`src/hdl/uer_pkg.sv`:
```
`default_nettype none
// ----------------------------------------------------------------------------
// uer_pkg
// Shared widths, register codes, reset values and beat types of the
// ultrasonic echo ranger.
// ----------------------------------------------------------------------------
package uer_pkg;

	localparam int COUNT_WIDTH = 16;
	localparam int TRIG_W      = 8;
	localparam int HOLD_W      = 20;
	localparam int DIST_W      = 11;
	localparam int DIGIT_W     = 4;
	localparam int CFG_IDX_W   = 2;
	localparam int CFG_DATA_W  = 20;
	localparam int IN_TDATA_W  = 8;
	localparam int OUT_TDATA_W = 32;

	localparam logic [CFG_IDX_W-1:0] REG_TRIGGER_TICKS   = 2'd0;
	localparam logic [CFG_IDX_W-1:0] REG_HOLDOFF_TICKS   = 2'd1;
	localparam logic [CFG_IDX_W-1:0] REG_MAX_DISTANCE_CM = 2'd2;

	localparam logic [TRIG_W-1:0] TRIG_RESET = 8'd21;
	localparam logic [HOLD_W-1:0] HOLD_RESET = 20'd80000;
	localparam logic [DIST_W-1:0] MAXD_RESET = 11'd700;

	// floor(count*17/1000) == (count * 17*ceil(2^35/1000)) >> 35 over the count range
	localparam int DIV_SHIFT = 35;
	localparam int RECIP_W   = 30;
	localparam logic [RECIP_W-1:0] DIST_RECIP = 30'd584115563;
	localparam int PROD_W = COUNT_WIDTH + RECIP_W;
	localparam int RAW_W  = PROD_W - DIV_SHIFT;
	localparam int CMP_W  = (RAW_W > DIST_W) ? RAW_W : DIST_W;
	localparam logic [CMP_W-1:0] DIST_SAT = CMP_W'((1 << DIST_W) - 1);

	typedef struct packed {
		logic                   trig;
		logic                   done;
		logic                   ovf;
		logic [COUNT_WIDTH-1:0] count;
	} meas_t;

endpackage
`default_nettype wire

```
`src/hdl/uer_fsm.sv`:
```
`default_nettype none
// ----------------------------------------------------------------------------
// uer_fsm
// Phase controller: trigger pulse, echo wait, echo-high count, holdoff.
// Advances one tick per accepted beat and reports that tick's measurement.
// ----------------------------------------------------------------------------
module uer_fsm (
	input  wire logic                       clk,
	input  wire logic                       arst_n,
	input  wire logic                       step,
	input  wire logic                       echo,
	input  wire logic [uer_pkg::TRIG_W-1:0] trigger_ticks,
	input  wire logic [uer_pkg::HOLD_W-1:0] holdoff_ticks,
	output uer_pkg::meas_t                  meas
);
	import uer_pkg::*;

	typedef enum logic [3:0] {
		PH_TRIGGER = 4'b0001,
		PH_WAIT    = 4'b0010,
		PH_COUNT   = 4'b0100,
		PH_HOLDOFF = 4'b1000
	} phase_t;

	phase_t                 phase_q, phase_d;
	logic [HOLD_W-1:0]      ticks_q, ticks_d, ticks_inc;
	logic [COUNT_WIDTH-1:0] count_q, count_d, count_inc;
	logic                   ovf_q, ovf_d;
	logic [TRIG_W-1:0]      trig_len;

	assign ticks_inc = ticks_q + 1'b1;
	assign count_inc = count_q + 1'b1;
	// a zero length still gives a one-tick pulse
	assign trig_len  = (trigger_ticks == '0) ? TRIG_W'(1) : trigger_ticks;

	always_comb begin
		phase_d    = phase_q;
		ticks_d    = ticks_q;
		count_d    = count_q;
		ovf_d      = ovf_q;
		meas       = '0;
		meas.count = count_q;
		meas.ovf   = ovf_q;
		case (phase_q)
			PH_TRIGGER: begin
				meas.trig = 1'b1;
				if (ticks_inc >= {{(HOLD_W-TRIG_W){1'b0}}, trig_len}) begin
					phase_d = PH_WAIT;
					ticks_d = '0;
				end else begin
					ticks_d = ticks_inc;
				end
			end
			PH_WAIT: begin
				if (echo) begin
					phase_d = PH_COUNT;
					count_d = COUNT_WIDTH'(1);
					ovf_d   = 1'b0;
				end
			end
			PH_COUNT: begin
				if (echo) begin
					count_d = count_inc;
					if (count_inc == '0) begin
						ovf_d = 1'b1;
					end
				end else begin
					meas.done = 1'b1;
					ovf_d     = 1'b0;
					ticks_d   = '0;
					phase_d   = (holdoff_ticks == '0) ? PH_TRIGGER : PH_HOLDOFF;
				end
			end
			PH_HOLDOFF: begin
				if (ticks_inc >= holdoff_ticks) begin
					phase_d = PH_TRIGGER;
					ticks_d = '0;
				end else begin
					ticks_d = ticks_inc;
				end
			end
			default: begin
				phase_d = PH_TRIGGER;
				ticks_d = '0;
			end
		endcase
	end

	always_ff @(posedge clk or negedge arst_n) begin
		if (!arst_n) begin
			phase_q <= PH_TRIGGER;
			ticks_q <= '0;
			count_q <= '0;
			ovf_q   <= 1'b0;
		end else if (step) begin
			phase_q <= phase_d;
			ticks_q <= ticks_d;
			count_q <= count_d;
			ovf_q   <= ovf_d;
		end
	end

endmodule
`default_nettype wire

```
`src/hdl/ultrasonic_echo_ranger.sv`:
```
`default_nettype none
// ----------------------------------------------------------------------------
// ultrasonic_echo_ranger
// Echo pulse-width rangefinder: one input beat per timer tick, one result
// beat per tick with trigger level, done flag, distance and digits.
// ----------------------------------------------------------------------------
// Each input beat is one timer tick carrying the echo level; each yields one
// output beat. The block accepts one beat every cycle while the output does
// not stall. A result passes five register stages: the phase controller, the
// reciprocal multiply for count*17/1000, range check and mod-1000 fold,
// hundreds digit, tens and units digits. Output stalls back up stage by stage,
// so empty stages still take input while a result waits. The user must write
// registers through cfg_we/cfg_index/cfg_wdata only while idle; no guard.
// ----------------------------------------------------------------------------
module ultrasonic_echo_ranger (
	input  wire logic                            clk,
	input  wire logic                            arst_n,
	input  wire logic                            s_axis_tvalid,
	output logic                                 s_axis_tready,
	input  wire logic [uer_pkg::IN_TDATA_W-1:0]  s_axis_tdata,  // [0] echo
	output logic                                 m_axis_tvalid,
	input  wire logic                            m_axis_tready,
	// [0] trigger, [1] done_res, [2] out_of_range, [13:3] distance_cm,
	// [17:14] digit_metres, [21:18] digit_decimetres, [25:22] digit_centimetres
	output logic [uer_pkg::OUT_TDATA_W-1:0]      m_axis_tdata,
	input  wire logic                            cfg_we,
	input  wire logic [uer_pkg::CFG_IDX_W-1:0]   cfg_index,
	input  wire logic [uer_pkg::CFG_DATA_W-1:0]  cfg_wdata
);
	import uer_pkg::*;

	localparam int R_W   = 10;
	localparam int REM_W = 7;

	logic [TRIG_W-1:0] trigger_ticks_q;
	logic [HOLD_W-1:0] holdoff_ticks_q;
	logic [DIST_W-1:0] max_distance_q;

	always_ff @(posedge clk or negedge arst_n) begin
		if (!arst_n) begin
			trigger_ticks_q <= TRIG_RESET;
			holdoff_ticks_q <= HOLD_RESET;
			max_distance_q  <= MAXD_RESET;
		end else if (cfg_we) begin
			case (cfg_index)
				REG_TRIGGER_TICKS:   trigger_ticks_q <= cfg_wdata[TRIG_W-1:0];
				REG_HOLDOFF_TICKS:   holdoff_ticks_q <= cfg_wdata[HOLD_W-1:0];
				REG_MAX_DISTANCE_CM: max_distance_q  <= cfg_wdata[DIST_W-1:0];
				default: ;
			endcase
		end
	end

	// stage handshake: a stage loads when empty or when the next one moves
	logic v1_q, v2_q, v3_q, v4_q, v5_q;
	logic rdy1, rdy2, rdy3, rdy4, rdy5;
	logic accept;

	assign rdy5          = !v5_q || m_axis_tready;
	assign rdy4          = !v4_q || rdy5;
	assign rdy3          = !v3_q || rdy4;
	assign rdy2          = !v2_q || rdy3;
	assign rdy1          = !v1_q || rdy2;
	assign s_axis_tready = rdy1;
	assign accept        = s_axis_tvalid && rdy1;
	assign m_axis_tvalid = v5_q;

	always_ff @(posedge clk or negedge arst_n) begin
		if (!arst_n) begin
			v1_q <= 1'b0;
			v2_q <= 1'b0;
			v3_q <= 1'b0;
			v4_q <= 1'b0;
			v5_q <= 1'b0;
		end else begin
			if (rdy1) v1_q <= s_axis_tvalid;
			if (rdy2) v2_q <= v1_q;
			if (rdy3) v3_q <= v2_q;
			if (rdy4) v4_q <= v3_q;
			if (rdy5) v5_q <= v4_q;
		end
	end

	// stage 1: phase controller
	meas_t meas, meas_s1;

	uer_fsm u_fsm (
		.clk           (clk),
		.arst_n        (arst_n),
		.step          (accept),
		.echo          (s_axis_tdata[0]),
		.trigger_ticks (trigger_ticks_q),
		.holdoff_ticks (holdoff_ticks_q),
		.meas          (meas)
	);

	always_ff @(posedge clk) begin
		if (accept) meas_s1 <= meas;
	end

	// stage 2: reciprocal multiply
	logic              trig_s2, done_s2, ovf_s2;
	logic [PROD_W-1:0] prod_s2;

	always_ff @(posedge clk) begin
		if (rdy2 && v1_q) begin
			trig_s2 <= meas_s1.trig;
			done_s2 <= meas_s1.done;
			ovf_s2  <= meas_s1.ovf;
			prod_s2 <= {{RECIP_W{1'b0}}, meas_s1.count} *
			           {{COUNT_WIDTH{1'b0}}, DIST_RECIP};
		end
	end

	// stage 3: saturate, range check, fold modulo 1000
	logic [CMP_W-1:0]  raw_ext, max_ext;
	logic [DIST_W-1:0] dist_c;
	logic [R_W-1:0]    r_c;
	logic              oor_c;
	logic              trig_s3, done_s3, oor_s3;
	logic [DIST_W-1:0] dist_s3;
	logic [R_W-1:0]    r_s3;

	assign raw_ext = CMP_W'(prod_s2[PROD_W-1:DIV_SHIFT]);
	assign max_ext = CMP_W'(max_distance_q);
	assign dist_c  = (raw_ext > DIST_SAT) ? DIST_SAT[DIST_W-1:0] : raw_ext[DIST_W-1:0];
	assign oor_c   = ovf_s2 || (raw_ext >= max_ext);

	always_comb begin
		if (dist_c >= DIST_W'(2000)) begin
			r_c = R_W'(dist_c - DIST_W'(2000));
		end else if (dist_c >= DIST_W'(1000)) begin
			r_c = R_W'(dist_c - DIST_W'(1000));
		end else begin
			r_c = R_W'(dist_c);
		end
	end

	always_ff @(posedge clk) begin
		if (rdy3 && v2_q) begin
			trig_s3 <= trig_s2;
			done_s3 <= done_s2;
			oor_s3  <= done_s2 && oor_c;
			dist_s3 <= done_s2 ? dist_c : '0;
			// no digits unless a valid in-range result
			r_s3    <= (done_s2 && !oor_c) ? r_c : '0;
		end
	end

	// stage 4: hundreds digit, x/100 == (x*41)>>12 for x < 1000
	logic [15:0]        mul41;
	logic [DIGIT_W-1:0] dm_c;
	logic [10:0]        rem100;
	logic               trig_s4, done_s4, oor_s4;
	logic [DIST_W-1:0]  dist_s4;
	logic [DIGIT_W-1:0] dm_s4;
	logic [REM_W-1:0]   rem_s4;

	assign mul41  = 16'(r_s3) * 16'd41;
	assign dm_c   = mul41[15:12];
	assign rem100 = 11'(r_s3) - 11'(dm_c) * 11'd100;

	always_ff @(posedge clk) begin
		if (rdy4 && v3_q) begin
			trig_s4 <= trig_s3;
			done_s4 <= done_s3;
			oor_s4  <= oor_s3;
			dist_s4 <= dist_s3;
			dm_s4   <= dm_c;
			rem_s4  <= rem100[REM_W-1:0];
		end
	end

	// stage 5: tens and units, x/10 == (x*205)>>11 for x < 100
	logic [14:0]        mul205;
	logic [DIGIT_W-1:0] dd_c;
	logic [7:0]         units;
	logic               trig_s5, done_s5, oor_s5;
	logic [DIST_W-1:0]  dist_s5;
	logic [DIGIT_W-1:0] dm_s5, dd_s5, dc_s5;

	assign mul205 = 15'(rem_s4) * 15'd205;
	assign dd_c   = mul205[14:11];
	assign units  = 8'(rem_s4) - 8'(dd_c) * 8'd10;

	always_ff @(posedge clk) begin
		if (rdy5 && v4_q) begin
			trig_s5 <= trig_s4;
			done_s5 <= done_s4;
			oor_s5  <= oor_s4;
			dist_s5 <= dist_s4;
			dm_s5   <= dm_s4;
			dd_s5   <= dd_c;
			dc_s5   <= units[DIGIT_W-1:0];
		end
	end

	assign m_axis_tdata = {{(OUT_TDATA_W - 3 - DIST_W - 3*DIGIT_W){1'b0}},
	                       dc_s5, dd_s5, dm_s5, dist_s5, oor_s5, done_s5, trig_s5};

endmodule
`default_nettype wire

```
`config.mk`:
```
export PLATFORM = sky130hd
export DESIGN_NAME = ultrasonic_echo_ranger
export DESIGN_NICKNAME = d
export VERILOG_FILES = /design/src/hdl/uer_pkg.sv /design/src/hdl/uer_fsm.sv /design/src/hdl/ultrasonic_echo_ranger.sv
export SDC_FILE = /design/constraint.sdc
export NUM_CORES = 1
export LEC_CHECK = 0
export BUFFER_PORTS_ARGS = -buffer_cell sky130_fd_sc_hd__buf_2
export CORE_ASPECT_RATIO = 0.5
export CORE_MARGIN = 2
export CORE_UTILIZATION = 63
export CTS_CLUSTER_DIAMETER = 150
export DETAILED_ROUTE_END_ITERATION = 12
export PLACE_DENSITY = 0.88
export SLEW_MARGIN = 20
export SYNTH_ARGS = -nofsm -noshare
export SYNTH_HDL_FRONTEND = slang
export SYNTH_SLANG_ARGS = --single-unit
```
`constraint.sdc`:
```
create_clock -name clk -period 7 [get_ports clk]
set_input_delay 0.35 -clock clk [delete_from_list [all_inputs] [get_ports clk]]
set_output_delay 0.35 -clock clk [all_outputs]
set_load 0.03 [all_outputs]
```
==> qor.csv, run 1 <==
metric,value,unit
hold_buffers,1,
critPathMaxFanout,7,
vias,13309,
reg2reg_from,meas_s1[10],
hp-class,in2reg,
fmax,147.6,MHz
cp.required,7210,ps
crit_family,adder cells,
yosys_warnings,0,
cts_buffers,17,
antenna_found_initial,0,
place.port_buffers,55,
netlist_instances,1729,
drc,0,
htreeDepth,4,
die_width,244.9,µm
crit_cells,20,
clk_pin_slew,80,ps
synth.cell_area,18270,µm²
r2r_slack,230,ps
routed_wl,43400,µm
track_usage,29.39,%
cts_tree,yes,
avgSynthCellArea,10.57,µm²
synth-seq-cells,193,
die-area,30470,µm²
place.gp.congestion,0.9867,
die-height,124.4,µm
min_from,cfg_wdata[11],
synth_top_area_share,21.36,%
status,"finished, final reports clean",
areaGrowthSynthToFinish,7.882,%
worst_pin_slew,996.2,ps
setup_viol,0,
cp_slowest_stage_delay,590,ps
slew_headroom,33.39,%
postCtsSetupBuffers,0,
start_util,63.58,%
wl_per_cell,19.66,µm
cts.sink_count,193,
synthFlopType,edfxtp_1,
cts_root_buffer,clkbuf_16,
avgViaCountPerCell,6.030,
finalSetupTns,0,ps
clock_path_buffers,2,
min_period,6775,ps
drive_gt1_share,10.13,%
ys_seq_area_share,29.49,%
path_cells,"ha_1, fa_1, inv_1, fa_1, inv_1, fa_1, fa_1, inv_1, fa_1, inv_1, ha_1, a21oi_1, a21boi_0, a2111oi_0, buf_4, o211ai_1, a211oi_1, a211oi_1, a221oi_1, xnor2_1",
cts_resized,0,
yosys.area.top_type,ha_1,
arrival,6980,ps
drtPass1Iterations,7,
grt_max_degree,54,
yosysMostFrequentCell,inv_1,
finalNetCount,2305,
path_common_cell,fa_1,
cap_violations,0,
synth_edf_count,108,
ys_types,79,
grt_overflow_total,0,
slowest_stage,fa_1,
clkLatencyLatePin,470,ps
crit_path_start,meas_s1[10],
coreArea,28740,µm²
rows,44,
synthTopCellsByCount,"inv_1 (355), ha_1 (312), fa_1 (155)",
yosys-top-cells-area,"ha_1 (21%), edfxtp_1 (18%), fa_1 (17%)",
end_kind,flip-flop,
cp-endpoint,prod_s2[40],
dp_hpwl,33090,µm
post-route-period-util,96.78,%
rsz0062_at_grt,false,
grt_pass1_wl,70100,µm
diodes,0,
critPathLaunchType,flip-flop,
worst-setup-path-type,reg2reg,
drt-initial-drc-count,1107,
reg2reg_to,prod_s2[40],
async_reset_ff_share,44.04,%
rr_worst_depth,20,
io-pin-count,69,
grt_pass1_vias,13597,
final_max_slew_viol_count,0,
crit_buf_inv,5,
skew,16.29,ps
antenna_left,0,
finalHoldViolCount,0,
==> worst min-delay path by stage <==
stage / endpoint / slack [ps] / cells after the start
6_report: holdoff_ticks_q[11] / 100 / 2
5_1_grt: holdoff_ticks_q[13] / 110 / 2
4_1_cts: holdoff_ticks_q[11] / 100 / 2
3_5_place_dp: holdoff_ticks_q[3] / 310 / 1
3_3_place_gp: trigger_ticks_q[3] / 300 / 1
2_1_floorplan: holdoff_ticks_q[0] / 50 / 0
==> kinds of logic after synthesis <==
kind of cell    share of synthesized area (%)
compound gates                          9.525
xor+xnor                                2.972
fa+ha+maj                               38.40
buf+inv                                 8.190
flops                                   29.49
mux                                     2.212
other cells                           0.02052
simple gates                            9.189
==> area by class of cell <==
type / instances / area [µm²]
fill: 1944 / 9025
clock inverter: 13 / 157.7
multi-input combinational: 1155 / 11420
clock buffer: 19 / 452.9
sequential: 193 / 5389
timing repair buffer: 80 / 467.9
tap: 391 / 489.2
inverter: 356 / 1336
==> metal layers <==
metal  GRT usage [%]  share of wire [%]  up-vias
met4           11.69                4.1        0
met5               0                  0        -
met3           5.214                8.5      158
li1                -                  -     6003
met2           48.96                 48      647
met1           38.38                 39     6501
==> per-stage QoR <==
step / setup slack, ps / cell area, µm² / utilization (%) / hold WS (ps) / cells
6_report: 225.2 / 19710 / 68.60 / 103.4 / 2207
4_1_cts: 345.7 / 19700 / 68.55 / 102.4 / 2206
3_5_place_dp: 383.0 / 19080 / 66.39 / 308.6 / 2173
3_3_place_gp: 536.4 / 19080 / 66.39 / 304.9 / 2173
5_1_grt: 14.99 / 19710 / 68.60 / 106.1 / 2207
2_1_floorplan: 1293 / 18290 / - / 54.41 / 1734
==> registers in the layout (all words and copies together), names as in the netlist, 7 cells and up <==
register and cells:
dist_s3 11, r_s3 10, rem_s4 7, meas_s1 19, u_fsm.count_q 16, holdoff_ticks_q 20, dist_s4 11, prod_s2 11
u_fsm.ticks_q 20, max_distance_q 11, dist_s5 11, trigger_ticks_q 8
==> worst register-to-register path, cell delays in order (launching register included) <==
cell       delay, ps
edfxtp_1         560
ha_1             410
fa_1             590
inv_1             60
fa_1             520
inv_1             70
fa_1             510
fa_1             550
inv_1             60
fa_1             540
inv_1             50
ha_1             370
a21oi_1          310
a21boi_0         190
a2111oi_0        310
buf_4            200
o211ai_1         100
a211oi_1         460
a211oi_1         190
a221oi_1         370
xnor2_1          130
==> cells in the final DEF, fill, tap and decap left out, types with 20 or more instances in the layout <==
master / count
xor2_1: 23
dfrtp_1: 70
a211oi_1: 24
buf_2: 54
a21o_1: 30
ha_1: 312
nand3_1: 38
nand2_1: 75
buf_4: 25
and2_1: 20
mux2_2: 33
inv_1: 355
nor3_1: 20
nor2_1: 65
xnor2_1: 39
a21oi_1: 50
fa_1: 155
o21ai_0: 68
edfxtp_1: 108
Power of run 1 is not shown: default switching activity piles up to over one toggle a cycle in this logic, so the estimate is an artifact.
==> run 2: changes to the inputs <==
Settings changed: CORE_UTILIZATION 63 to 58, CTS_BUF_LIST set to sky130_fd_sc_hd__clkbuf_8, PLACE_DENSITY 0.88 to 0.82, SLEW_MARGIN 20 to unset.
==> run 2 against run 1 <==
Net effect:
- die area increased by 8.4%
- critical path depth shrank 1
- largest cell class unchanged
- sequential share of layout area increased by 0.35 points
==> qor.csv, run 2 (synthesized netlist as in run 1, its figures left out) <==
metric,value,unit
worst_pin_slew,1244,ps
cts_resized,0,
most-common-layout-cells,"inv_1 (356), ha_1 (312), fa_1 (155)",
min_period,6699,ps
drt-initial-drc-count,683,
rows,45,
start_util,59.55,%
drtPass1Iterations,5,
place.port_buffers,55,
cts_tree,yes,
hp-class,in2async,
place.gp.congestion,0.9938,
die_width,255.0,µm
critPathMaxFanout,8,
postCtsSetupBuffers,0,
track_usage,25.21,%
drc,0,
reg2reg_from,meas_s1[7],
cts_root_buffer,clkbuf_8,
post-route-period-util,95.71,%
rsz0062_at_grt,false,
areaGrowthSynthToFinish,6.505,%
vias,12547,
arrival,6950,ps
reg2reg_to,prod_s2[40],
die-height,129.5,µm
htreeDepth,4,
wl_per_cell,17.54,µm
critPathLaunchType,flip-flop,
grt_pass1_wl,64250,µm
setup_viol,0,
dp_hpwl,31800,µm
finalHoldViolCount,0,
routed_wl,39090,µm
final_common_cell,inv_1,
clk_pin_slew,110,ps
skew,23.76,ps
cp.required,7250,ps
finalSetupTns,0,ps
status,"finished, final reports clean",
antenna_found_initial,0,
worst-setup-path-type,reg2reg,
rr_worst_depth,19,
final_max_slew_viol_count,0,
clkLatencyLatePin,510,ps
crit_path_start,meas_s1[7],
clock_path_buffers,2,
grt_max_degree,86,
antenna_left,0,
fmax,149.3,MHz
grt_overflow_total,0,
finalNetCount,2295,
hold_buffers,0,
die-area,33030,µm²
coreArea,30690,µm²
drive_gt1_share,9.635,%
cap_violations,0,
avgViaCountPerCell,5.629,
cts.sink_count,193,
diodes,0,
end_kind,flip-flop,
cts_buffers,17,
grt_pass1_vias,12818,
io-pin-count,69,
slew_headroom,16.97,%
r2r_slack,300,ps
reg_top3,"holdoff_ticks_q: 20 flops, u_fsm.ticks_q: 20 flops, meas_s1: 19 flops",
run 2: worst max path at each step:
stage,to,depth (start not counted)
2_1_floorplan,prod_s2[40],20
3_3_place_gp,prod_s2[40],19
3_5_place_dp,prod_s2[40],19
4_1_cts,prod_s2[40],19
5_1_grt,prod_s2[40],19
6_report,prod_s2[40],19
run 2: worst max-delay path, cell delays in order (launching register included):
cell and delay, ps:
edfxtp_1 730, ha_1 390, inv_1 130, fa_1 510
fa_1 440, fa_1 540, inv_1 60, fa_1 530
inv_1 60, fa_1 530, inv_1 60, ha_1 340
o21ai_0 240, o21ai_0 110, a2111oi_0 500, o211ai_1 190
a211oi_1 430, a211oi_1 200, a221oi_1 360, xnor2_1 100
run 2: cell type report:
class | instances | area (µm²)
well taps | 423 | 529.3
repair buffers | 70 | 390.4
fillers | 2332 | 11220
clock inverters | 13 | 140.1
multi-input cells | 1155 | 11410
inverters | 356 | 1336
clock buffers | 19 | 261.5
flip-flops and latches | 193 | 5389
run 2: per-layer routing:
metal  global-route usage, %  vias up  share of wire (%)
li1                        -     5982                  -
met4                   5.917        0                1.6
met3                   6.910       55                7.5
met5                       0        -                  0
met1                   33.14     6127                 44
met2                   41.96      383                 47
run 2: metrics by stage:
| stage | hold WS, ps | cells | worst slack (ps) | instance area [µm²] | util [%] |
|---|---|---|---|---|---|
| 2_1_floorplan | 54.41 | 1734 | 1293 | 18290 | - |
| 3_3_place_gp | 401.2 | 2197 | 620.8 | 19060 | 62.11 |
| 3_5_place_dp | 404.5 | 2197 | 453.9 | 19060 | 62.11 |
| 4_1_cts | 4.521 | 2229 | 447.6 | 19460 | 63.42 |
| 5_1_grt | 22.66 | 2229 | 52.72 | 19460 | 63.42 |
| 6_report | 4.707 | 2229 | 300.6 | 19460 | 63.42 |
Power of run 2 is left out for the same reason.
